**src/lnds_pkg.sv**
```systemverilog
package lnds_pkg;

    localparam int DATA_W = 32;
    localparam int LEN_W  = 7;
    localparam int STEP_W = 4;

    // datapath actions, one per microcode step
    typedef enum logic [3:0] {
        A_NONE,
        A_ACCEPT,
        A_SCAN,
        A_STORE,
        A_DROP,
        A_BACK_INIT,
        A_BACK,
        A_PICK_RD,
        A_EMIT,
        A_CLEAR
    } act_t;

    // jump conditions: jump to target when true, else fall through
    typedef enum logic [3:0] {
        C_NEXT,
        C_ALWAYS,
        C_NO_XFER,
        C_FULL,
        C_SCAN_MORE,
        C_NOT_FINAL,
        C_BACK_MORE,
        C_OUT_BUSY,
        C_OUT_MORE
    } cond_t;

    typedef struct packed {
        act_t              act;
        cond_t             cond;
        logic [STEP_W-1:0] target;
    } ucode_t;

    typedef struct packed {
        logic in_xfer;
        logic full;
        logic final_item;
        logic scan_more;
        logic back_more;
        logic out_busy;
        logic out_more;
    } dp_status_t;

    localparam logic [STEP_W-1:0] ST_IDLE      = 4'd0;
    localparam logic [STEP_W-1:0] ST_CHECK     = 4'd1;
    localparam logic [STEP_W-1:0] ST_SCAN      = 4'd2;
    localparam logic [STEP_W-1:0] ST_STORE     = 4'd3;
    localparam logic [STEP_W-1:0] ST_TO_BACK   = 4'd4;
    localparam logic [STEP_W-1:0] ST_DROP      = 4'd5;
    localparam logic [STEP_W-1:0] ST_BACK_INIT = 4'd6;
    localparam logic [STEP_W-1:0] ST_BACK      = 4'd7;
    localparam logic [STEP_W-1:0] ST_PICK_RD   = 4'd8;
    localparam logic [STEP_W-1:0] ST_EMIT      = 4'd9;
    localparam logic [STEP_W-1:0] ST_EMIT_NEXT = 4'd10;
    localparam logic [STEP_W-1:0] ST_CLEAR     = 4'd11;

    function automatic ucode_t ucode_rom(input logic [STEP_W-1:0] step);
        ucode_t w;
        case (step)
            ST_IDLE:      w = '{A_ACCEPT,    C_NO_XFER,   ST_IDLE};
            ST_CHECK:     w = '{A_NONE,      C_FULL,      ST_DROP};
            ST_SCAN:      w = '{A_SCAN,      C_SCAN_MORE, ST_SCAN};
            ST_STORE:     w = '{A_STORE,     C_NOT_FINAL, ST_IDLE};
            ST_TO_BACK:   w = '{A_NONE,      C_ALWAYS,    ST_BACK_INIT};
            ST_DROP:      w = '{A_DROP,      C_NOT_FINAL, ST_IDLE};
            ST_BACK_INIT: w = '{A_BACK_INIT, C_NEXT,      ST_IDLE};
            ST_BACK:      w = '{A_BACK,      C_BACK_MORE, ST_BACK};
            ST_PICK_RD:   w = '{A_PICK_RD,   C_NEXT,      ST_IDLE};
            ST_EMIT:      w = '{A_EMIT,      C_OUT_BUSY,  ST_EMIT};
            ST_EMIT_NEXT: w = '{A_NONE,      C_OUT_MORE,  ST_PICK_RD};
            ST_CLEAR:     w = '{A_CLEAR,     C_ALWAYS,    ST_IDLE};
            default:      w = '{A_NONE,      C_ALWAYS,    ST_IDLE};
        endcase
        return w;
    endfunction

endpackage

```
**src/lnds_seq.sv**
```systemverilog
module lnds_seq (
    input  logic                  aclk,
    input  logic                  aresetn,
    input  lnds_pkg::dp_status_t  status,
    output lnds_pkg::act_t        act
);
    import lnds_pkg::*;

    logic [STEP_W-1:0] pc_reg;
    logic [STEP_W-1:0] pc_next;
    ucode_t            word;
    logic              take_jump;

    assign word = ucode_rom(pc_reg);
    assign act  = word.act;

    always_comb begin
        case (word.cond)
            C_NEXT:      take_jump = 1'b0;
            C_ALWAYS:    take_jump = 1'b1;
            C_NO_XFER:   take_jump = !status.in_xfer;
            C_FULL:      take_jump = status.full;
            C_SCAN_MORE: take_jump = status.scan_more;
            C_NOT_FINAL: take_jump = !status.final_item;
            C_BACK_MORE: take_jump = status.back_more;
            C_OUT_BUSY:  take_jump = status.out_busy;
            C_OUT_MORE:  take_jump = status.out_more;
            default:     take_jump = 1'b1;
        endcase
        pc_next = take_jump ? word.target : pc_reg + 1'b1;
    end

    always_ff @(posedge aclk) begin
        if (!aresetn) begin
            pc_reg <= ST_IDLE;
        end else begin
            pc_reg <= pc_next;
        end
    end

endmodule

```
**src/lnds_dp.sv**
```systemverilog
module lnds_dp #(
    parameter int MAX_ITEMS = 64
) (
    input  logic                  aclk,
    input  logic                  aresetn,
    input  lnds_pkg::act_t        act,
    output lnds_pkg::dp_status_t  status,
    input  logic                  s_tvalid,
    output logic                  s_tready,
    input  logic [31:0]           s_tdata,
    input  logic                  s_tlast,
    output logic                  m_tvalid,
    input  logic                  m_tready,
    output logic [39:0]           m_tdata,
    output logic                  m_tuser,
    output logic                  m_tlast
);
    import lnds_pkg::*;

    localparam int AW = (MAX_ITEMS > 1) ? $clog2(MAX_ITEMS) : 1;
    localparam int CW = $clog2(MAX_ITEMS + 1);

    logic signed [DATA_W-1:0] val_mem  [MAX_ITEMS];
    logic        [LEN_W-1:0]  len_mem  [MAX_ITEMS];
    logic signed [DATA_W-1:0] pick_mem [MAX_ITEMS];

    logic [CW-1:0]            n_reg, n_next;
    logic                     ovf_reg, ovf_next;
    logic [LEN_W-1:0]         top_reg, top_next;
    logic [CW-1:0]            idx_reg, idx_next;
    logic [LEN_W-1:0]         want_reg, want_next;
    logic [LEN_W-1:0]         oidx_reg, oidx_next;
    logic [LEN_W-1:0]         best_reg, best_next;
    logic signed [DATA_W-1:0] v_reg, v_next;
    logic                     final_reg, final_next;
    logic                     rdv_reg, rdv_next;
    logic signed [DATA_W-1:0] val_q;
    logic [LEN_W-1:0]         len_q;
    logic signed [DATA_W-1:0] pick_q;

    logic                     m_valid_reg, m_valid_next;
    logic signed [DATA_W-1:0] m_elem_reg;
    logic [LEN_W-1:0]         m_len_reg;
    logic                     m_ovf_reg;
    logic                     m_last_reg;

    logic                     in_xfer;
    logic                     issue_scan, issue_back, issue_rd;
    logic [CW-1:0]            idx_m1;
    logic [AW-1:0]            rd_addr;
    logic [LEN_W-1:0]         want_m1;
    logic [LEN_W-1:0]         new_len;
    logic [LEN_W-1:0]         oidx_inc;
    logic                     hit_scan, hit_back;
    logic                     out_busy, load_out;

    assign s_tready   = (act == A_ACCEPT);
    assign in_xfer    = s_tready && s_tvalid;
    assign issue_scan = (act == A_SCAN) && (idx_reg < n_reg);
    assign issue_back = (act == A_BACK) && (idx_reg != '0);
    assign issue_rd   = issue_scan || issue_back;
    assign idx_m1     = idx_reg - 1'b1;
    assign rd_addr    = issue_back ? idx_m1[AW-1:0] : idx_reg[AW-1:0];
    assign want_m1    = want_reg - 1'b1;
    assign new_len    = best_reg + 1'b1;
    assign oidx_inc   = oidx_reg + 1'b1;

    // reads are registered, so the compare acts on the data in the cycle after the address issues
    assign hit_scan = (act == A_SCAN) && rdv_reg && (val_q <= v_reg) && (len_q > best_reg);
    assign hit_back = (act == A_BACK) && rdv_reg && (want_reg != '0) && (len_q == want_reg);

    assign out_busy = m_valid_reg && !m_tready;
    assign load_out = (act == A_EMIT) && !out_busy;

    assign status.in_xfer    = in_xfer;
    assign status.full       = (n_reg == CW'(MAX_ITEMS));
    assign status.final_item = final_reg;
    assign status.scan_more  = (idx_reg < n_reg);
    assign status.back_more  = (idx_reg != '0);
    assign status.out_busy   = out_busy;
    assign status.out_more   = (oidx_reg < top_reg);

    always_comb begin
        n_next     = n_reg;
        ovf_next   = ovf_reg;
        top_next   = top_reg;
        idx_next   = idx_reg;
        want_next  = want_reg;
        oidx_next  = oidx_reg;
        best_next  = best_reg;
        v_next     = v_reg;
        final_next = final_reg;
        rdv_next   = issue_rd;
        case (act)
            A_ACCEPT: begin
                if (in_xfer) begin
                    v_next     = s_tdata;
                    final_next = s_tlast;
                    idx_next   = '0;
                    best_next  = '0;
                end
            end
            A_SCAN: begin
                if (issue_scan) begin
                    idx_next = idx_reg + 1'b1;
                end
                if (hit_scan) begin
                    best_next = len_q;
                end
            end
            A_STORE: begin
                n_next = n_reg + 1'b1;
                if (new_len > top_reg) begin
                    top_next = new_len;
                end
            end
            A_DROP: begin
                ovf_next = 1'b1;
            end
            A_BACK_INIT: begin
                idx_next  = n_reg;
                want_next = top_reg;
                oidx_next = '0;
            end
            A_BACK: begin
                if (issue_back) begin
                    idx_next = idx_m1;
                end
                if (hit_back) begin
                    want_next = want_m1;
                end
            end
            A_EMIT: begin
                if (load_out) begin
                    oidx_next = oidx_inc;
                end
            end
            A_CLEAR: begin
                n_next   = '0;
                ovf_next = 1'b0;
                top_next = '0;
            end
            default: begin
            end
        endcase
    end

    always_comb begin
        m_valid_next = m_valid_reg;
        if (m_valid_reg && m_tready) begin
            m_valid_next = 1'b0;
        end
        if (load_out) begin
            m_valid_next = 1'b1;
        end
    end

    always_ff @(posedge aclk) begin
        if (!aresetn) begin
            n_reg       <= '0;
            ovf_reg     <= 1'b0;
            top_reg     <= '0;
            idx_reg     <= '0;
            want_reg    <= '0;
            oidx_reg    <= '0;
            best_reg    <= '0;
            final_reg   <= 1'b0;
            rdv_reg     <= 1'b0;
            m_valid_reg <= 1'b0;
        end else begin
            n_reg       <= n_next;
            ovf_reg     <= ovf_next;
            top_reg     <= top_next;
            idx_reg     <= idx_next;
            want_reg    <= want_next;
            oidx_reg    <= oidx_next;
            best_reg    <= best_next;
            final_reg   <= final_next;
            rdv_reg     <= rdv_next;
            m_valid_reg <= m_valid_next;
        end
    end

    always_ff @(posedge aclk) begin
        v_reg <= v_next;
        if (load_out) begin
            m_elem_reg <= pick_q;
            m_len_reg  <= top_reg;
            m_ovf_reg  <= ovf_reg;
            m_last_reg <= (oidx_inc == top_reg);
        end
    end

    // element and length stores, one shared read port
    always_ff @(posedge aclk) begin
        if (act == A_STORE) begin
            val_mem[n_reg[AW-1:0]] <= v_reg;
            len_mem[n_reg[AW-1:0]] <= new_len;
        end
        if (issue_rd) begin
            val_q <= val_mem[rd_addr];
            len_q <= len_mem[rd_addr];
        end
    end

    // picked elements land in sequence order
    always_ff @(posedge aclk) begin
        if (hit_back) begin
            pick_mem[want_m1[AW-1:0]] <= val_q;
        end
        if (act == A_PICK_RD) begin
            pick_q <= pick_mem[oidx_reg[AW-1:0]];
        end
    end

    assign m_tvalid = m_valid_reg;
    assign m_tdata  = {1'b0, m_len_reg, m_elem_reg};
    assign m_tuser  = m_ovf_reg;
    assign m_tlast  = m_last_reg;

endmodule

```
**src/longest_nondecreasing_subsequence_unit.sv**
```systemverilog
// Longest non-decreasing subsequence over a stream of signed 32-bit values. Each transfer on
// the s_ side brings one value, and s_tlast marks the last one of a sequence. Up to
// MAX_ITEMS values are kept; any beyond that are dropped and the run is flagged on m_tuser.
// On the last value the block emits one longest non-decreasing subsequence on the m_ side,
// in sequence order, with its length in every transfer and m_tlast on its final element.
// It then clears itself for the next sequence. A small microcode program steps a shared
// datapath that holds the element and length memories, which have one read port. For each
// value that is stored, every held value is read once; a value dropped for want of space
// skips that read. After a last value the block sets up and runs a backward pass over the
// held values, then emits the results one at a time, waiting while m_tready is low, before
// it clears.
// s_tready is high only when the block waits for the next value. It is not held back by a
// result still waiting in the output register.
module longest_nondecreasing_subsequence_unit #(
    parameter int MAX_ITEMS = 64
) (
    input  logic        aclk,
    input  logic        aresetn,
    input  logic        s_tvalid,
    output logic        s_tready,
    input  logic [31:0] s_tdata,   // [31:0] value
    input  logic        s_tlast,
    output logic        m_tvalid,
    input  logic        m_tready,
    output logic [39:0] m_tdata,   // [31:0] element, [38:32] subseq_length, [39] zero
    output logic        m_tuser,   // [0] overflowed
    output logic        m_tlast
);
    import lnds_pkg::*;

    act_t       act;
    dp_status_t status;

    lnds_seq u_seq (
        .aclk    (aclk),
        .aresetn (aresetn),
        .status  (status),
        .act     (act)
    );

    lnds_dp #(
        .MAX_ITEMS (MAX_ITEMS)
    ) u_dp (
        .aclk     (aclk),
        .aresetn  (aresetn),
        .act      (act),
        .status   (status),
        .s_tvalid (s_tvalid),
        .s_tready (s_tready),
        .s_tdata  (s_tdata),
        .s_tlast  (s_tlast),
        .m_tvalid (m_tvalid),
        .m_tready (m_tready),
        .m_tdata  (m_tdata),
        .m_tuser  (m_tuser),
        .m_tlast  (m_tlast)
    );

endmodule

```
**config.mk**
```make
export PLATFORM = sky130hd
export DESIGN_NAME = longest_nondecreasing_subsequence_unit
export DESIGN_NICKNAME = d
export VERILOG_FILES = /design/src/lnds_pkg.sv /design/src/lnds_seq.sv /design/src/lnds_dp.sv /design/src/longest_nondecreasing_subsequence_unit.sv
export SDC_FILE = /design/constraint.sdc
export NUM_CORES = 2
export LEC_CHECK = 0
export BUFFER_PORTS_ARGS = -buffer_cell sky130_fd_sc_hd__buf_2
export CELL_PAD_IN_SITES_DETAIL_PLACEMENT = 1
export CELL_PAD_IN_SITES_GLOBAL_PLACEMENT = 1
export CORE_MARGIN = 8
export CORE_UTILIZATION = 30
export DETAILED_ROUTE_END_ITERATION = 8
export PLACE_DENSITY = 0.48
export SYNTH_ARGS = -nofsm -noshare
export SYNTH_HDL_FRONTEND = slang
export SYNTH_HIERARCHICAL = 1
export SYNTH_MEMORY_MAX_BITS = 65536
export SYNTH_SLANG_ARGS = --single-unit
```
**constraint.sdc**
```tcl
create_clock -name aclk -period 8.74 [get_ports aclk]
set_input_delay 0.437 -clock aclk [delete_from_list [all_inputs] [get_ports aclk]]
set_output_delay 0.437 -clock aclk [all_outputs]
set_load 0.03 [all_outputs]
```
* After elaboration in Yosys (flattened, before gate mapping)
Memories as Yosys holds them, arrays and structs flattened. A register that Yosys moved wholly into a read port is not among the register bits.
Index checks and enable logic that the tools add are counted.
W data, S select, Z words.
** Operators by class
- Reduce and logical (&&, ||, !) cells :: 33
- Magnitude comparators :: 5
- Div/mod/pow operators :: 0
- Multiply operators :: 0
- Muxes and demuxes :: 24
- Bitwise logic cells :: 0
- Eq/ne operators :: 26
- Shift-type cells :: 0
- Add/sub/neg operators :: 7
** Operators by type and width (count)
- $pmux W7 S2 :: 5
- $mux W7 :: 7
- $eq A4 B3 Y1 const B :: 8
- $le A32 B32 Y1 :: 1
- $add A7 B1 Y7 const B :: 4
- $pmux W7 S4 :: 1
- $eq A4 B2 Y1 const B :: 4
- $eq A7 B7 Y1 :: 2
- $gt A7 B7 Y1 :: 2
- $lt A7 B7 Y1 :: 2
- $reduce_bool A7 Y1 :: 2
- $sub A7 B1 Y7 const B :: 2
- $eq A4 B4 Y1 const B :: 3
- $logic_and A1 B1 Y1 :: 12
- $ne A2 B1 Y1 const B :: 6
- $reduce_bool A2 Y1 :: 6
- $mux W4 :: 2
- $pmux W1 S8 :: 1
- $reduce_and A2 Y1 :: 4
- $eq A7 B7 Y1 const B :: 1
- $mux W1 :: 6
- $mux W6 :: 1
- $add A4 B1 Y4 const B :: 1
- $eq A4 B1 Y1 const B :: 1
- other kinds (8) :: 11
** Word-level totals
- Output and inout bits :: 44
- Input port bits :: 37
- Memories :: 4
- Bits in latches :: 0
- ROM bits :: 192
- Memory bits (writable) :: 4544
- Bits in registers :: 123
- Word-level logic and storage cells :: 115
** Memories
- u_dp.pick_mem :: depth 64, width 32, rd ports 1, clocked after memory_dff 1, wr ports 1, line lnds_dp.sv:25 : logic signed [DATA_W-1:0] pick_mem [MAX_ITEMS];
- u_dp.val_mem :: depth 64, width 32, rd ports 1, clocked after memory_dff 1, wr ports 1, line lnds_dp.sv:23 : logic signed [DATA_W-1:0] val_mem [MAX_ITEMS];
- u_dp.len_mem :: depth 64, width 7, rd ports 1, clocked after memory_dff 1, wr ports 1, line lnds_dp.sv:24 : logic [LEN_W-1:0] len_mem [MAX_ITEMS];
- (no name shown) :: depth 16, width 12, rd ports 1, clocked after memory_dff 1, wr ports 0, line lnds_pkg.sv:65 : case (step)

* Longest topological paths before layout
- Depth after elaboration :: 6
- Mapped depth :: 24
- Mapped depth without buffers :: 20

* By module
The synthesis kept the hierarchy.
** Modules (own cells, without submodules)
- lnds_dp :: area an instance 184429.4 µm², times used 1, cells each 10660, seq. area each 141695.9 µm²
- lnds_seq :: area an instance 1036.0 µm², times used 1, cells each 113, seq. area each 320.3 µm²

* Least setup slack after synthesis
OpenSTA, ideal clock, no wires.
- Path kind :: flip-flop to flip-flop
- From :: register, netlist name u_seq/word[8]
- To :: memory u_dp.len_mem[56][0], enable pin
- Cell stages (with the launch flop) :: 7
- Slack :: 2999 ps
- Data arrival time :: 5206 ps
- Buffers on the path :: 2
- Cells stage by stage :: dfxtp_1 buf_4 clkbuf_1 nand2_1 nor3_1 nand4_1 nor4_1
** Between the ends
- Cells in the longest elaborated chain, start to end :: 3
** RTL lines
- $eq A4 B2 Y1 :: line lnds_dp.sv:196 : if (act == A_STORE) begin
- $mux W1 :: line lnds_dp.sv:196
- $mux W1 (not written as such) :: line lnds_dp.sv:198 : len_mem[n_reg[AW-1:0]] <= new_len;
- to (decl) :: line lnds_dp.sv:24
No other way between the ends.

* Final worst setup path
- From :: register u_dp.idx_reg[1]
- To :: register u_dp.val_q[29], read port of u_dp.val_mem (data pin)
** Between the ends
- Cells in the longest elaborated chain, start to end :: 3
** RTL lines
- from (decl) :: line lnds_dp.sv:30 : logic [CW-1:0] idx_reg, idx_next;
- from (signal assigned) :: line lnds_dp.sv:174 : idx_reg <= idx_next;
- $lt A7 B7 Y1 / $reduce_bool A7 Y1 (equally long branches) :: line lnds_dp.sv:59, lnds_dp.sv:60
- $logic_and A1 B1 Y1, on equally long branches :: line lnds_dp.sv:59, lnds_dp.sv:60
- $logic_or A1 B1 Y1 / $mux W6 (equally long branches) :: line lnds_dp.sv:61, lnds_dp.sv:63
- to (decl) :: line lnds_dp.sv:37 : logic signed [DATA_W-1:0] val_q;
Several ways; a longest one is shown, not always the timed one.
A chain may end at the register's enable or synchronous reset.

==> out/results.tsv <==
metric	value	unit
Leak	66.33	nW
class of the worst hold path	primary input to flop	
CTS Sinks	4750	
Switch Pwr	15.99	mW
Overall Power	56.17	mW
Tcrit/Tclk final	74.46	%
launch point of the worst reg-to-reg path	u_dp/idx_reg[1]	
maximum VDD drop	0.3802	mV
EDFF count, synth	4688	
crit start category	flop	
status	completed	
1st-pass router iterations	6	
CTS tree	built	
top-count cell post-synth	edfxtp_1	
#FFs+latches synth	4750	
DR iter-0 viols	10930	
first-pass GRT wire length	928200	um
Resized Gates After CTS	0	
Power Density	262.0	nW/um^2
Post-Synthesis Cells	10770	
hold depth	4	
fin. max-slew vios	0	
Setup crit start	u_dp/idx_reg[1]	
yosys warns	6	
CP endpoint	u_dp/val_q[29]	
crit-path max FO	44	
Antenna Nets Post-Route	0	
via count	108400	
Initial Util	30.03	%
Total Wirelength	680000	um
Total GRT Usage	20.31	%
Final Hold Viols	0	
clock insertion delay at the later pin of the skew report	1060	ps
clock slew at reported path FFs	60	ps
Net Count, Synth	10880	
layout cells sized above 1	17.42	%
Sw Ratio	28.47	%
DP HPWL	359000	um
IO Count	81	
mapped cell area	185500	um^2
r2r endpoint	u_dp/val_q[29]	
Core Rows	289	
Die Area	643600	um^2
initial antenna violation count	30	
Async S/R FF share, synth	0	%
final setup fails	0	
Flop pwr share	45.9	%
share of the synthesized area in the top cell type	75.90	%
Worst R2R Setup Slack	2230	ps
Seq/Total Area, Yosys	76.57	%
top post-synthesis cells by area	edfxtp_1, mux4_2, o22ai_1	
vias in the first global route	112700	
P_int	40.18	mW
GP Congestion	0.7749	
DRC	0	
worst path required time	9470	ps
Yosys top cell by area	edfxtp_1	
Die Span X	802.3	um
Nets	11210	
Num CTS Buffers	541	
hold slack final	83.21	ps
chip height	802.3	um
Yosys cell types	89	
WL/cell	34.59	um
Clock power frac	38.3	%
CP Class	flop to flop	
Gate power share	15.8	%
clock skew	40.59	ps
DR vias/cell	5.513	
clock root cell	clkbuf_16	
final worst slack	2232	ps
worst-case clock buffer depth	4	
H-tree levels	6	
largest net degree at the start of global routing	152	
area grow syn2layout	15.59	%
total core area	617600	um^2
crit path DAT	7240	ps
Slew @ Worst Pin	1342	ps
hold_sp	m_tready	
commonest cells in the netlist	edfxtp_1, nand2_1, o22ai_1	
max-cap viol count	0	
unrepaired setup endpoints after global routing	false	
worst reg-to-reg path cell count	12	
min cycle time layout	6508	ps
CP endpoint kind	flop	
Main synth FF type	edfxtp_1	
pre-CTS WS	2071	ps
TNS Setup	0	ps
Syn Area/Cell	17.22	um^2
max_slew headroom	9.587	%
# port buffers	79	
grt ovf	0	
fmax	153.7	MHz
placed cells by master, fill, tap and decap left out, types with 34 or more instances in the layout:
cell,instances
edfxtp_1,4688
nand2_1,1304
o22ai_1,822
mux4_2,677
a21oi_1,574
clkbuf_16,561
nor3_1,356
buf_4,334
o21ai_0,268
nand4_1,174
mux2i_1,149
clkbuf_1,146
nor2_4,127
clkinv_1,122
nand3_1,116
o311ai_0,113
or3_1,103
nor2_1,80
buf_2,79
ha_1,73
inv_1,64
clkinv_2,61
dfxtp_1,55
dlygate4sd3_1,34
layout make-up:
type                       count  area (um^2)
clock buffer                 707        14590
timing repair buffer         474         3771
fill                       61740       403200
antenna                       11        27.53
tap                         8148        10190
multi-input combinational   5260        41620
inverter                      73        282.8
sequential                  4750       142000
clock inverter               237         1848
stage by stage:
stage	cell area, um^2	cells	util, %
floorplan	185500	10770	-
global placement	197500	18670	31.98
detailed placement	197600	18670	31.99
CTS	214300	19650	34.70
global route	214300	19650	34.71
finish	214400	19660	34.71
how the worst min path moves through the flow:
stage / endpoint / slack [ps]
global placement: u_dp/m_elem_reg[1] / 410
floorplan: u_dp/m_elem_reg[0] / 400
CTS: u_dp/v_reg[17] / 10
finish: u_dp/m_tvalid / 80
global route: u_dp/m_tvalid / 60
detailed placement: u_dp/m_elem_reg[19] / 410
layer usage:
metal | vias to the layer above | global-route usage [%] | share of wire [%] | routed length [um]
met2 | 3773 | 35.26 | 50 | 337600
met4 | 2 | 6.647 | 3.6 | 24330
met1 | 59380 | 26.40 | 41 | 281400
li1 | 44160 | - | - | -
met3 | 1069 | 2.484 | 5.4 | 36650
met5 | - | 0 | 0.0019 | 13
kinds of logic after synthesis:
group,count (synthesis),synth area share (%)
adders and majority gates,74,0.4992
buffers and inverters,763,1.658
and+or+nand+nor,2347,5.603
AOI/OAI and AO/OA,1955,6.335
muxes,840,9.116
xor gates and xnor gates,43,0.2132
DFF,4750,76.57
other,1,0.002022
power groups by stage:
stage | Sequential, mW | Combinational [mW] | Clock [mW]
after CTS | 25.8 | 8.85 | 22.0
final | 25.8 | 8.87 | 21.5
after detailed placement | 26.2 | 8.81 | 0
after global routing | 25.7 | 9.40 | 22.8
after floorplan | 26.4 | 4.86 | 0
after global placement | 26.2 | 8.67 | 0
critical path, stage by stage (launching register included):
cell and delay, ps:
dfxtp_1 900, inv_1 350, ha_1 720, o211ai_4 260, buf_4 600, o21ai_1 200, a21oi_4 780, buf_4 620
a21oi_1 90, nor3_1 270, a2111oi_0 100, o21ai_0 1070, nand4_1 150
what timing repair did:
action                    4_1_cts  5_1_grt
hold endpoints to repair       45        0
buffers inserted                0        0
hold buffers                   34        0
(Power assumes the default switching activity.)
